`config.mk`:
```
export PLATFORM = sky130hd
export DESIGN_NAME = hid_keyboard_to_button_mapper_core_flat
export DESIGN_NICKNAME = d
export VERILOG_FILES = /design/src/hkbm_pkg.sv /design/src/hkbm_if.sv /design/src/hkbm_cfg.sv /design/src/hkbm_ctrl.sv /design/src/hkbm_dp.sv /design/src/hkbm_out.sv /design/src/hid_keyboard_to_button_mapper_core.sv /design/src/flat_wrapper.sv
export SDC_FILE = /design/constraint.sdc
export NUM_CORES = 1
export LEC_CHECK = 0
export BUFFER_PORTS_ARGS = -buffer_cell sky130_fd_sc_hd__buf_2
export CAP_MARGIN = 0
export CORE_MARGIN = 10
export CORE_UTILIZATION = 60
export CTS_BUF_LIST = sky130_fd_sc_hd__clkbuf_8
export DETAILED_ROUTE_END_ITERATION = 8
export GPL_TIMING_DRIVEN = 0
export PLACE_DENSITY_LB_ADDON = 0.15
export RECOVER_POWER = 100
export REMOVE_ABC_BUFFERS = 1
export SLEW_MARGIN = 20
export SYNTH_ARGS = -nofsm -noshare
export SYNTH_HDL_FRONTEND = slang
export SYNTH_SLANG_ARGS = --single-unit
```
`constraint.sdc`:
```
create_clock -name clk -period 4.2 [get_ports clk]
set_input_delay 0.42 -clock clk [delete_from_list [all_inputs] [get_ports clk]]
set_output_delay 0.42 -clock clk [all_outputs]
set_load 0.005 [all_outputs]
```
`src/hkbm_pkg.sv`:
```
`default_nettype none

package hkbm_pkg;

    localparam int CODE_W      = 8;
    localparam int REPORT_KEYS = 6;
    localparam int BUTTON_W    = 10;
    localparam int MAP_MAX     = 10;
    localparam int MAP_LOW_N   = 8;
    localparam int PDATA_W     = 64;
    localparam int PADDR_W     = 4;
    localparam int MAP_HIGH_W  = 16;

    localparam int KEY_SLOTS_DEF   = 6;
    localparam int MAP_ENTRIES_DEF = 10;

    localparam logic [PDATA_W-1:0]    KEY_MAP_LOW_RST  = 64'h0D0F_0E0C_4F50_5152;
    localparam logic [MAP_HIGH_W-1:0] KEY_MAP_HIGH_RST = 16'h2A28;

    // register select, taken from paddr[3]
    typedef enum logic {
        REG_KEY_MAP_LOW  = 1'b0,
        REG_KEY_MAP_HIGH = 1'b1
    } reg_sel_t;

    typedef struct packed {
        logic load;      // capture a new report
        logic rel_all;   // drop every held key missing from the report
        logic press;     // handle one report position
        logic commit;    // report becomes the previous report
        logic out_load;  // move the button word to the output stage
    } dp_cmd_t;

endpackage

`default_nettype wire

```
`src/hkbm_if.sv`:
```
`default_nettype none

interface hkbm_key_if;
    import hkbm_pkg::*;

    logic              valid;
    logic              ready;
    logic [CODE_W-1:0] key0;
    logic [CODE_W-1:0] key1;
    logic [CODE_W-1:0] key2;
    logic [CODE_W-1:0] key3;
    logic [CODE_W-1:0] key4;
    logic [CODE_W-1:0] key5;

    modport source (output valid, key0, key1, key2, key3, key4, key5, input ready);
    modport sink   (input valid, key0, key1, key2, key3, key4, key5, output ready);
endinterface

interface hkbm_btn_if;
    import hkbm_pkg::*;

    logic                valid;
    logic                ready;
    logic [BUTTON_W-1:0] buttons;

    modport source (output valid, buttons, input ready);
    modport sink   (input valid, buttons, output ready);
endinterface

`default_nettype wire

```
`src/hkbm_cfg.sv`:
```
`default_nettype none

module hkbm_cfg (
    input  wire logic                              clk,
    input  wire logic                              rst_n,
    input  wire logic                              psel,
    input  wire logic                              penable,
    input  wire logic                              pwrite,
    input  wire logic [hkbm_pkg::PADDR_W-1:0]      paddr,
    input  wire logic [hkbm_pkg::PDATA_W-1:0]      pwdata,
    output logic      [hkbm_pkg::PDATA_W-1:0]      prdata,
    output logic                                   pready,
    output logic      [hkbm_pkg::PDATA_W-1:0]      map_low,
    output logic      [hkbm_pkg::MAP_HIGH_W-1:0]   map_high
);
    import hkbm_pkg::*;

    logic [PDATA_W-1:0]    map_low_reg;
    logic [MAP_HIGH_W-1:0] map_high_reg;
    reg_sel_t              sel;
    logic                  wr_en;

    assign sel    = reg_sel_t'(paddr[3]);
    assign wr_en  = psel & penable & pwrite;
    assign pready = 1'b1;

    always_ff @(posedge clk or negedge rst_n)
    begin
        if (!rst_n)
        begin
            map_low_reg  <= KEY_MAP_LOW_RST;
            map_high_reg <= KEY_MAP_HIGH_RST;
        end
        else if (wr_en)
        begin
            case (sel)
                REG_KEY_MAP_LOW:  map_low_reg  <= pwdata;
                REG_KEY_MAP_HIGH: map_high_reg <= pwdata[MAP_HIGH_W-1:0];
                default:          map_low_reg  <= map_low_reg;
            endcase
        end
    end

    always_comb
    begin
        case (sel)
            REG_KEY_MAP_LOW:  prdata = map_low_reg;
            REG_KEY_MAP_HIGH: prdata = {{(PDATA_W-MAP_HIGH_W){1'b0}}, map_high_reg};
            default:          prdata = '0;
        endcase
    end

    assign map_low  = map_low_reg;
    assign map_high = map_high_reg;

endmodule

`default_nettype wire

```
`src/hkbm_ctrl.sv`:
```
`default_nettype none

module hkbm_ctrl #(
    parameter int KEY_SLOTS = hkbm_pkg::KEY_SLOTS_DEF,
    parameter int IDX_W     = 1
) (
    input  wire logic                   clk,
    input  wire logic                   rst_n,
    input  wire logic                   in_valid,
    output logic                        in_ready,
    input  wire logic                   out_free,
    output hkbm_pkg::dp_cmd_t           cmd,
    output logic      [IDX_W-1:0]       idx
);
    import hkbm_pkg::*;

    typedef enum logic [3:0] {
        ST_IDLE  = 4'b0001,
        ST_REL   = 4'b0010,
        ST_PRESS = 4'b0100,
        ST_EMIT  = 4'b1000
    } state_t;

    localparam logic [IDX_W-1:0] IDX_LAST = IDX_W'(KEY_SLOTS - 1);

    state_t           state_reg, state_next;
    logic [IDX_W-1:0] idx_reg, idx_next;

    always_comb
    begin
        state_next = state_reg;
        idx_next   = idx_reg;
        cmd        = '0;
        in_ready   = 1'b0;
        case (state_reg)
            ST_IDLE:
            begin
                in_ready = 1'b1;
                if (in_valid)
                begin
                    cmd.load   = 1'b1;
                    state_next = ST_REL;
                end
            end
            ST_REL:
            begin
                cmd.rel_all = 1'b1;
                idx_next    = '0;
                state_next  = ST_PRESS;
            end
            ST_PRESS:
            begin
                cmd.press = 1'b1;
                if (idx_reg == IDX_LAST)
                    state_next = ST_EMIT;
                else
                    idx_next = idx_reg + 1'b1;
            end
            ST_EMIT:
            begin
                if (out_free)
                begin
                    cmd.commit   = 1'b1;
                    cmd.out_load = 1'b1;
                    state_next   = ST_IDLE;
                end
            end
            default:
            begin
                state_next = ST_IDLE;
            end
        endcase
    end

    always_ff @(posedge clk or negedge rst_n)
    begin
        if (!rst_n)
        begin
            state_reg <= ST_IDLE;
            idx_reg   <= '0;
        end
        else
        begin
            state_reg <= state_next;
            idx_reg   <= idx_next;
        end
    end

    assign idx = idx_reg;

endmodule

`default_nettype wire

```
`src/hkbm_dp.sv`:
```
`default_nettype none

module hkbm_dp #(
    parameter int KEY_SLOTS   = hkbm_pkg::KEY_SLOTS_DEF,
    parameter int MAP_ENTRIES = hkbm_pkg::MAP_ENTRIES_DEF,
    parameter int IDX_W       = 1
) (
    input  wire logic                             clk,
    input  wire logic                             rst_n,
    input  wire hkbm_pkg::dp_cmd_t                cmd,
    input  wire logic [IDX_W-1:0]                 idx,
    input  wire logic [hkbm_pkg::CODE_W-1:0]      keys [hkbm_pkg::REPORT_KEYS],
    input  wire logic [hkbm_pkg::PDATA_W-1:0]     map_low,
    input  wire logic [hkbm_pkg::MAP_HIGH_W-1:0]  map_high,
    output logic      [hkbm_pkg::BUTTON_W-1:0]    buttons
);
    import hkbm_pkg::*;

    logic [CODE_W-1:0]   map_code [MAP_MAX];
    logic [CODE_W-1:0]   key_ext  [KEY_SLOTS];

    logic [CODE_W-1:0]   report_reg [KEY_SLOTS];
    logic [CODE_W-1:0]   report_next [KEY_SLOTS];
    logic [CODE_W-1:0]   prev_reg   [KEY_SLOTS];
    logic [CODE_W-1:0]   prev_next  [KEY_SLOTS];
    logic [CODE_W-1:0]   held_reg   [KEY_SLOTS];
    logic [CODE_W-1:0]   held_next  [KEY_SLOTS];
    logic [BUTTON_W-1:0] buttons_reg, buttons_next;

    logic [KEY_SLOTS-1:0] held_found;
    logic [KEY_SLOTS-1:0] rel_hit;
    logic [BUTTON_W-1:0]  clr_mask;
    logic [CODE_W-1:0]    press_code;
    logic                 in_prev;
    logic                 press_hit;
    logic                 free_any;
    logic [IDX_W-1:0]     free_idx;

    // split the map registers into one keycode per button
    for (genvar b = 0; b < MAP_MAX; b++)
    begin : g_map
        if (b < MAP_LOW_N)
        begin : g_low
            assign map_code[b] = map_low[CODE_W*b +: CODE_W];
        end
        else
        begin : g_high
            assign map_code[b] = map_high[CODE_W*(b-MAP_LOW_N) +: CODE_W];
        end
    end

    // report positions past the six input keys read as empty
    for (genvar i = 0; i < KEY_SLOTS; i++)
    begin : g_key
        if (i < REPORT_KEYS)
        begin : g_in
            assign key_ext[i] = keys[i];
        end
        else
        begin : g_pad
            assign key_ext[i] = '0;
        end
    end

    function automatic logic [BUTTON_W-1:0] match_vec(input logic [CODE_W-1:0] code);
        logic [BUTTON_W-1:0] m;
        m = '0;
        for (int b = 0; b < MAP_ENTRIES; b++)
            if (map_code[b] == code)
                m[b] = 1'b1;
        return m;
    endfunction

    // release: every held slot checked against the whole report at once
    always_comb
    begin
        clr_mask = '0;
        for (int s = 0; s < KEY_SLOTS; s++)
        begin
            held_found[s] = 1'b0;
            for (int r = 0; r < KEY_SLOTS; r++)
                if (report_reg[r] == held_reg[s])
                    held_found[s] = 1'b1;
            rel_hit[s] = (held_reg[s] != '0) && !held_found[s];
            if (rel_hit[s])
                clr_mask = clr_mask | match_vec(held_reg[s]);
        end
    end

    // press: one report position per step
    always_comb
    begin
        press_code = report_reg[idx];
        in_prev    = 1'b0;
        for (int k = 0; k < KEY_SLOTS; k++)
            if (prev_reg[k] == press_code)
                in_prev = 1'b1;
        press_hit = (press_code != '0) && !in_prev;

        free_any = 1'b0;
        free_idx = '0;
        for (int j = KEY_SLOTS - 1; j >= 0; j--)
        begin
            if (held_reg[j] == '0)
            begin
                free_any = 1'b1;
                free_idx = IDX_W'(j);
            end
        end
    end

    always_comb
    begin
        report_next  = report_reg;
        prev_next    = prev_reg;
        held_next    = held_reg;
        buttons_next = buttons_reg;

        if (cmd.load)
            report_next = key_ext;

        if (cmd.rel_all)
        begin
            buttons_next = buttons_reg & ~clr_mask;
            for (int s = 0; s < KEY_SLOTS; s++)
                if (rel_hit[s])
                    held_next[s] = '0;
        end

        if (cmd.press && press_hit)
        begin
            buttons_next = buttons_reg | match_vec(press_code);
            if (free_any)
                held_next[free_idx] = press_code;
        end

        if (cmd.commit)
            prev_next = report_reg;
    end

    always_ff @(posedge clk)
    begin
        report_reg <= report_next;
    end

    always_ff @(posedge clk or negedge rst_n)
    begin
        if (!rst_n)
        begin
            for (int s = 0; s < KEY_SLOTS; s++)
            begin
                prev_reg[s] <= '0;
                held_reg[s] <= '0;
            end
            buttons_reg <= '0;
        end
        else
        begin
            prev_reg    <= prev_next;
            held_reg    <= held_next;
            buttons_reg <= buttons_next;
        end
    end

    assign buttons = buttons_reg;

endmodule

`default_nettype wire

```
`src/hkbm_out.sv`:
```
`default_nettype none

module hkbm_out (
    input  wire logic                           clk,
    input  wire logic                           rst_n,
    input  wire logic                           load,
    input  wire logic [hkbm_pkg::BUTTON_W-1:0]  din,
    output logic                                free,
    hkbm_btn_if.source                          dout
);
    import hkbm_pkg::*;

    logic                valid_reg;
    logic [BUTTON_W-1:0] data_reg;

    // slot may be refilled in the same cycle the sink takes the old word
    assign free = !valid_reg || dout.ready;

    always_ff @(posedge clk or negedge rst_n)
    begin
        if (!rst_n)
            valid_reg <= 1'b0;
        else if (load)
            valid_reg <= 1'b1;
        else if (dout.ready)
            valid_reg <= 1'b0;
    end

    always_ff @(posedge clk)
    begin
        if (load)
            data_reg <= din;
    end

    assign dout.valid   = valid_reg;
    assign dout.buttons = data_reg;

endmodule

`default_nettype wire

```
`src/hid_keyboard_to_button_mapper_core.sv`:
```
`default_nettype none

// Channel       Dir   Payload             Handshake
// report        in    key0..key5 (8b ea)  valid/ready, word taken when both high
// button_word   out   buttons (10b)       valid/ready, word taken when both high
// APB cfg       in    key_map_low (64b) at 0x0, key_map_high (16b) at 0x8
//
// One report word runs through the states in order: accept, drop all released
// keys in parallel, one press step per report position (the shared press step
// walks them in order), then hand the button word to the output register. The
// press walk sets the length of a report.
// Reset clears held slots, the previous report and the button word; the key
// map returns to its default codes. A stalled output holds the controller in
// its emit state; the next report can be accepted while the last word waits.

module hid_keyboard_to_button_mapper_core #(
    parameter int KEY_SLOTS   = hkbm_pkg::KEY_SLOTS_DEF,
    parameter int MAP_ENTRIES = hkbm_pkg::MAP_ENTRIES_DEF
) (
    input  wire logic                          clk,
    input  wire logic                          rst_n,
    hkbm_key_if.sink                           report,
    hkbm_btn_if.source                         button_word,
    input  wire logic                          psel,
    input  wire logic                          penable,
    input  wire logic                          pwrite,
    input  wire logic [hkbm_pkg::PADDR_W-1:0]  paddr,
    input  wire logic [hkbm_pkg::PDATA_W-1:0]  pwdata,
    output logic      [hkbm_pkg::PDATA_W-1:0]  prdata,
    output logic                               pready
);
    import hkbm_pkg::*;

    // slot index width; keep at least one bit for a single slot
    localparam int IDX_W = (KEY_SLOTS > 1) ? $clog2(KEY_SLOTS) : 1;

    logic [PDATA_W-1:0]    map_low;
    logic [MAP_HIGH_W-1:0] map_high;
    logic [CODE_W-1:0]     keys [REPORT_KEYS];
    logic [BUTTON_W-1:0]   buttons;
    logic [IDX_W-1:0]      idx;
    logic                  out_free;
    dp_cmd_t               cmd;

    // gather the report into an array for the datapath
    assign keys[0] = report.key0;
    assign keys[1] = report.key1;
    assign keys[2] = report.key2;
    assign keys[3] = report.key3;
    assign keys[4] = report.key4;
    assign keys[5] = report.key5;

    hkbm_cfg u_cfg (
        .clk      (clk),
        .rst_n    (rst_n),
        .psel     (psel),
        .penable  (penable),
        .pwrite   (pwrite),
        .paddr    (paddr),
        .pwdata   (pwdata),
        .prdata   (prdata),
        .pready   (pready),
        .map_low  (map_low),
        .map_high (map_high)
    );

    // sequencer: accept, release, press walk, emit
    hkbm_ctrl #(
        .KEY_SLOTS (KEY_SLOTS),
        .IDX_W     (IDX_W)
    ) u_ctrl (
        .clk      (clk),
        .rst_n    (rst_n),
        .in_valid (report.valid),
        .in_ready (report.ready),
        .out_free (out_free),
        .cmd      (cmd),
        .idx      (idx)
    );

    // held slots, previous report and button word
    hkbm_dp #(
        .KEY_SLOTS   (KEY_SLOTS),
        .MAP_ENTRIES (MAP_ENTRIES),
        .IDX_W       (IDX_W)
    ) u_dp (
        .clk      (clk),
        .rst_n    (rst_n),
        .cmd      (cmd),
        .idx      (idx),
        .keys     (keys),
        .map_low  (map_low),
        .map_high (map_high),
        .buttons  (buttons)
    );

    // output register parts the sink from the sequencer
    hkbm_out u_out (
        .clk   (clk),
        .rst_n (rst_n),
        .load  (cmd.out_load),
        .din   (buttons),
        .free  (out_free),
        .dout  (button_word)
    );

endmodule

`default_nettype wire
```
`src/flat_wrapper.sv`:
```
// flat-port wrapper written by rule: the top's interface ports become plain ports
module hid_keyboard_to_button_mapper_core_flat import hkbm_pkg::*;
#(
    parameter int KEY_SLOTS   = hkbm_pkg::KEY_SLOTS_DEF,
    parameter int MAP_ENTRIES = hkbm_pkg::MAP_ENTRIES_DEF
)
  (clk, rst_n, psel, penable, pwrite, paddr, pwdata, prdata, pready, report_valid, report_key0, report_key1, report_key2, report_key3, report_key4, report_key5, report_ready, button_word_valid, button_word_buttons, button_word_ready);
  hkbm_key_if report_i ();
  hkbm_btn_if button_word_i ();
  input  wire logic clk;
  input  wire logic rst_n;
  input  wire logic psel;
  input  wire logic penable;
  input  wire logic pwrite;
  input  wire logic [hkbm_pkg::PADDR_W-1:0] paddr;
  input  wire logic [hkbm_pkg::PDATA_W-1:0] pwdata;
  output logic      [hkbm_pkg::PDATA_W-1:0] prdata;
  output logic pready;
  input wire logic [$bits(report_i.valid)-1:0] report_valid;
  input wire logic [$bits(report_i.key0)-1:0] report_key0;
  input wire logic [$bits(report_i.key1)-1:0] report_key1;
  input wire logic [$bits(report_i.key2)-1:0] report_key2;
  input wire logic [$bits(report_i.key3)-1:0] report_key3;
  input wire logic [$bits(report_i.key4)-1:0] report_key4;
  input wire logic [$bits(report_i.key5)-1:0] report_key5;
  output wire logic [$bits(report_i.ready)-1:0] report_ready;
  output wire logic [$bits(button_word_i.valid)-1:0] button_word_valid;
  output wire logic [$bits(button_word_i.buttons)-1:0] button_word_buttons;
  input wire logic [$bits(button_word_i.ready)-1:0] button_word_ready;
  assign report_i.valid = report_valid;
  assign report_i.key0 = report_key0;
  assign report_i.key1 = report_key1;
  assign report_i.key2 = report_key2;
  assign report_i.key3 = report_key3;
  assign report_i.key4 = report_key4;
  assign report_i.key5 = report_key5;
  assign report_ready = report_i.ready;
  assign button_word_valid = button_word_i.valid;
  assign button_word_buttons = button_word_i.buttons;
  assign button_word_i.ready = button_word_ready;
  hid_keyboard_to_button_mapper_core #(.KEY_SLOTS(KEY_SLOTS), .MAP_ENTRIES(MAP_ENTRIES)) u_core (.clk(clk), .rst_n(rst_n), .report(report_i), .button_word(button_word_i), .psel(psel), .penable(penable), .pwrite(pwrite), .paddr(paddr), .pwdata(pwdata), .prdata(prdata), .pready(pready));
endmodule
```
; ---- After elaboration in Yosys (flattened, before gate mapping)
; Index checks and enable logic that the tools add are counted.
[op_classes]
addsub = 1
n_lt_le_gt_ge = 3
n_eq_ne = 121
n_mux = 223
bitwise_logic = 13
n_reduce_logical = 38
[ops]
columns = op, count
row1 = 8-bit == test, 112
row2 = 1-bit 2-to-1 mux, 185
row3 = 48-bit 2-to-1 mux, 3
row4 = 64-bit one-hot mux with 2 select lines, 1
row5 = 10-bit 2-to-1 mux, 8
row6 = 8-bit 2-to-1 mux, 9
row7 = 10-bit OR, 6
row8 = 8-bit nonzero test, 7
row9 = 48-bit bitwise mux, 1
row10 = 8-bit logical NOT, 6
row11 = 8-bit binary-select mux with 3-bit select, 1
row12 = 8-bit demux with 3-bit select, 1
row13 = 3-bit 2-to-1 mux, 7
row14 = 4-bit one-hot mux with 4 select lines, 1
row15 = 4-bit 2-to-1 mux, 3
row16 = 10-bit bitwise AND, 1
row17 = 10-bit inverter, 1
row18 = 1-bit logical AND, 9
row19 = "4-bit >= comparator, second input constant", 2
row20 = 1-bit logical NOT, 8
row21 = 3-bit inverter with 4-bit output, 2
row22 = "2-bit != test, second input constant", 3
row23 = 3-bit one-hot mux with 2 select lines, 1
row24 = 2-bit AND reduction, 3
row25 = 14 further kinds, 18
[word_totals]
reg_bits = 252
in_bits = 123
elab_cells = 424

; ---- Depth between registers and ports, before layout
[depth]
depth_word = 24
mapped_depth = 14
mapped_depth_nobuf = 8

; ---- Cells and area by module
; Synthesis repeated with hierarchy kept, for this count alone.
[hier_totals]
hier_cells = 2358
area_unflattened_um2 = 22843.2
[by_module_without_submodules]
columns = module, instances, cells_each, area_each_um2, seq_area_each_um2
row1 = hkbm_dp, 1, 2060, 18272.5, 4093.9
row2 = hkbm_cfg, 1, 243, 3788.6, 2039.5
row3 = hkbm_ctrl, 1, 42, 434.2, 176.4
row4 = hkbm_out, 1, 13, 347.8, 325.3

; ---- Worst setup path after synthesis
; Ideal clock, no wire load.
[synth_path]
kind = reg-to-reg
start = register u_core.u_ctrl.idx_reg[0], in the netlist u_core.u_ctrl.idx[0]
end = register u_core.u_dp.buttons_reg[9], in the netlist u_core.u_dp.buttons[9]
setup_ps = 152
t_arrival_ps = 2645
t_required_ps = 4048
slack_ps = 1403
stages_incl_launch_ff = 13
path_buffers = 4
synth_period_minus_slack_ps = 2797
cell_sequence = dfrtp_1 > buf_6 > mux2_4 > a222oi_1 > buf_4 > xor2_1 > o21ai_1 > or4_1 > and4_1 > buf_6 > buf_6 > a41oi_2 > a21oi_1
[synth_via]
elab_chain_cells = 15
word_cells_on_any_way = 26
cone_classes = eq/ne: 7 / mux: 12 / bitwise: 2 / reduce/logical: 5
[synth_rtl]
columns = element, line_no
row1 = from (decl), hkbm_ctrl.sv:27  ; logic [IDX_W-1:0] idx_reg, idx_next;
row2 = from (signal assigned), hkbm_ctrl.sv:85  ; idx_reg <= idx_next;
row3 = 3-bit inverter with 4-bit output (implied by the code) *, hkbm_dp.sv:93  ; press_code = report_reg[idx];
row4 = 8-bit binary-select mux with 3-bit select *, hkbm_dp.sv:93
row5 = 8-bit 2-to-1 mux (implied by the code) * (2 in a row), hkbm_dp.sv:93
row6 = 8-bit == test, hkbm_dp.sv:96  ; if (prev_reg[k] == press_code)
row7 = 1-bit 2-to-1 mux (6 in a row), hkbm_dp.sv:96
row8 = 1-bit logical NOT, hkbm_dp.sv:98  ; press_hit = (press_code != '0) && !in_prev;
row9 = 1-bit logical AND, hkbm_dp.sv:98
row10 = 1-bit logical AND, hkbm_dp.sv:130  ; if (cmd.press && press_hit)
row11 = 10-bit 2-to-1 mux / 2-bit nonzero test (equally long branches), --
row12 = to (signal assigned), hkbm_dp.sv:161  ; buttons_reg <= buttons_next;
row13 = to (decl), hkbm_dp.sv:28  ; logic [BUTTON_W-1:0] buttons_reg, buttons_next;
; Mark *: on every way between the ends. The rest lies on a longest branch, timed or not. The select of a mux whose other input is x is not followed.
; A chain may end at the register's enable or synchronous reset.

; ---- Worst setup path after layout
[layout_path]
start = register u_core.u_ctrl.idx_reg[1], in the netlist u_core.u_ctrl.idx[1]
end = register u_core.u_dp.buttons_reg[9], in the netlist u_core.u_dp.buttons[9]
; The elaborated chain is that of the path after synthesis.

==> out/qor.csv <==
stage;metric;value;unit
grt;vias in the first global route;20198;
clocking;H-tree depth;2;
floorplanning;die area;0.04560;mm²
power_and_ir_drop;P_sw;8573;µW
logic_synthesis;ys flop type;dfrtp_1;
detailed_routing;initial drt markers;2592;
placed_design;placed cell count;2904;
logic_synthesis;cell taking the most area after synthesis;xnor2_1;
power_and_ir_drop;Power Dens Cells;683.8;mW/mm²
placed_design;DPL Wire Length;50870;µm
placed_design;RD Place Congestion;0.9348;
logic_synthesis;Post-Syn Instances;2495;
layout;layout cells sized above 1;18.07;%
grt;largest net degree at the start of global routing;97;
layout;final-stage net count;2705;
detailed_routing;Final ANT Viol Nets;0;
power_and_ir_drop;Leakage;0.01012;µW
power_and_ir_drop;Int Power;8607;µW
clocking;worst skew pair latency;0.65;ns
logic_synthesis;Ys Warns;0;
detailed_routing;Vias/cell;6.549;
logic_synthesis;sequential element share of the synthesized area;29.52;%
worst_setup_path;reg-to-reg setup timing slack;0.15;ns
floorplanning;Chip Width;213.5;µm
logic_synthesis;Synth Area in Simple Gates;17.51;%
worst_setup_path;crit path max fanout;34;
power_and_ir_drop;switching share of power;49.90;%
power_and_ir_drop;worst vdd rail ir drop;0.3937;mV
worst_setup_path;critical path type;register to register;
layout;most frequent cells in the layout;479 x xnor2_1, 395 x xor2_1, 224 x nand2_1;
logic_synthesis;Cell Area, Synth;0.02248;mm²
floorplanning;Site Rows;70;
worst_setup_path;critical path endpoint category;register;
logic_synthesis;Synth Area in Adders;0.1113;%
placed_design;dpl ws;-1.078;ns
logic_synthesis;Yosys cell types;67;
grt;Total GRT Usage;35.45;%
placed_design;number of port buffers;195;
floorplanning;Core ar.;0.03679;mm²
layout;number of fill cells;2895;
layout;Final Non-Filler Cells;3085;
detailed_routing;vias post-DR;20204;
logic_synthesis;Async SR Flop Fraction;76.98;%
logic_synthesis;Compound-Gate Fraction of Synth Area;5.344;%
floorplanning;boundary pin count;200;
logic_synthesis;Synth area leaders;xnor2_1 19%, dfrtp_1 18%, xor2_1 15%, edfxtp_1 7.7%, mux2_2 5.3%;
worst_setup_path;Worst Setup SP;u_core.u_ctrl.idx[1]$_DFFE_PN0P_;
power_and_ir_drop;combinational share of power;49.6;%
worst_setup_path;crit path launch type;register;
logic_synthesis;XOR/XNOR Fraction of Synth Area;34.06;%
clocking;clk root buf;clkbuf_8;
timing;max-slew violation count;235;
grt;first-pass GRT wire length;122800;µm
layout;max reg flops;64;
outcome;failing checks;max-capacitance violations, max-slew violations;
floorplanning;Starting Density;61.10;%
worst_setup_path;Critical Path RT;4.70;ns
logic_synthesis;area share of the largest cell type after synthesis;18.67;%
worst_hold_path;Worst Hold Launch;pwdata[19];
logic_synthesis;Syn Area/Cell;9.008;µm²
clocking;CTS tree;built;
logic_synthesis;Yosys reg bits;252;
layout;Layout area overhead;11.78;%
timing;final hold vios;0;
logic_synthesis;largest family of logic cells by synthesized area;XOR/XNOR gates;
power_and_ir_drop;total power;17180;µW
timing;final setup violation count;0;
detailed_routing;DRT Wirelength;82050;µm
clocking;total CTS buffers;45;
layout;commonest non-fill, non-tap cell in the layout;xnor2_1;
worst_setup_path;RR Startpoint;u_core.u_ctrl.idx[1]$_DFFE_PN0P_;
flow_run;total of max-cap violations;4;
timing;fin crit share;96.33;%
timing;setup tns final;0;ns
detailed_routing;drt drc;0;
grt;initial antenna violation count;0;
logic_synthesis;post-synthesis mux area share;7.510;%
timing;Max Freq;247.2;MHz
layout;antenna fix cells;0;
clocking;clk slew on worst S/H paths;0.07;ns
worst_hold_path;Min-Delay Path Class;primary input to register;
timing;worst relative slew slack;-64.18;%
timing;Clock Skew;0.03231;ns
detailed_routing;Avg WL per Cell;26.60;µm
timing;Min Hold Slack;0.007513;ns
timing;fin crit period;4.046;ns
clocking;Longest Clk Path Bufs;3;
clocking;CTS Sinks;252;
outcome;status;finished with violations;
power_and_ir_drop;register share of total power;35.2;%
timing;RSZ-0062 raised after global routing;false;
logic_synthesis;Post-synth EDFFs;58;
grt;GR Overflow Total;0;
floorplanning;Die Y;213.5;µm
timing;Tightest Pin Transition;2.463;ns
detailed_routing;Initial DRT Pass Iterations;6;
power_and_ir_drop;clock share of power;15.3;%
timing;worst setup slack after layout;0.1543;ns
worst_setup_path;crit path DAT;4.55;ns
## power groups by stage
| stage | combinational, µW | sequential [µW] | clock [µW] |
|---|---|---|---|
| 3_3_place_gp | 7070 | 5770 | 0 |
| 3_5_place_dp | 8180 | 5830 | 0 |
| 4_1_cts | 8310 | 5800 | 2640 |
| 2_1_floorplan | 5720 | 4800 | 0 |
| 5_1_grt | 9100 | 5990 | 2760 |
| 6_report | 8510 | 6050 | 2620 |
## metrics by stage
step           util, %  instance area, µm²
6_report         68.30               25120
5_1_grt          68.30               25120
4_1_cts          68.90               25350
3_5_place_dp     63.48               23350
3_3_place_gp     61.83               22750
2_1_floorplan        -               21180
## final timing paths
kind	end	cells past startpoint
worst max-delay path	u_core.u_dp.buttons[9]$_DFFE_PN0P_	10
worst min-delay path	u_core.u_cfg.map_low[19]$_DFFE_PN0P_	2
worst max register to register	u_core.u_dp.buttons[9]$_DFFE_PN0P_	10
worst min register to register	u_core.u_out.dout.buttons[3]$_DFFE_PP_	0
max in group asynchronous	u_core.u_ctrl.idx[2]$_DFFE_PN0P_	3
min in group asynchronous	u_core.u_dp.prev_reg[38]$_DFFE_PN0P_	2
## synthesized netlist by cell type, types with 3 or more instances
master       n
dfrtp_1    163
and3_1       9
a21oi_1     21
nor3_1      22
nor2b_1     65
a222oi_1     3
o211ai_1     4
inv_1       10
and3b_1     12
a22oi_1     13
o22ai_1      4
nor3b_1     24
or4_1        7
xnor2_1    479
mux2_2     105
mux2_4       3
edfxtp_1    58
mux2i_2      4
o31ai_1      3
buf_4        7
o21ai_0     59
nand4_1    163
a41oi_2     10
mux2i_1     36
nand2b_1     5
nand3_1     26
buf_2       22
buf_1       49
a21boi_0     4
nand2_1    228
dfstp_2     31
nor4_1     107
xor2_1     395
clkbuf_1   214
and2_1       4
buf_6        7
o2111ai_1    4
a32oi_1      7
o21ai_2     17
nor2_1      54
## layout make-up
class                           instances  area [µm²]  share of cell area, %
Tap cell                              468       585.6                  2.331
Clock buffer                           60       825.8                  3.287
Clock inverter                         24       205.2                 0.8168
Multi-Input combinational cell       1930       14540                  57.89
Inverter                               11       45.04                 0.1793
Sequential cell                       252        6703                  26.68
Timing Repair Buffer                  340        2216                  8.820
## cell families (layout without fill, tap and decap cells)
family          Yosys count  in the layout
xor+xnor                874            874
other cells               1              1
mux                     150            150
compound gates          165            165
buf+inv                 314            435
fa+ha+maj                 2              2
flops                   252            252
simple gates            737            738
## what timing repair did
action / 4_1_cts / 5_1_grt
resized for setup: 8 / 3
setup buffers: 4 / 1
endpoints found under the hold margin: 257 / 0
gates cloned: 0 / 1
setup endpoints to repair: 58 / 55
hold buffers: 91 / 0
pin swaps: 3 / 2
## routing by layer
metal  wire length (µm)  global-route usage (%)  up-vias  part of all wire [%]
met5                  0                       0        -                     0
met4               5310                   20.19        0                   6.5
met3              12460                   13.08      439                    15
met2              34250                   52.00     1581                    42
met1              30030                   44.25     9634                    37
li1                   -                       -     8550                     -
## worst max-delay path: stages, from the launching register on
cell and delay (ns):
dfrtp_4 0.76, mux2_2 0.40, a22oi_2 0.36, and2_1 0.66
xnor2_1 0.14, nor4_1 0.48, a21oi_4 0.17, clkbuf_4 0.36
buf_4 0.27, a41oi_1 0.19, a21oi_1 0.06
Note: power is estimated with default switching activity, not from simulation.
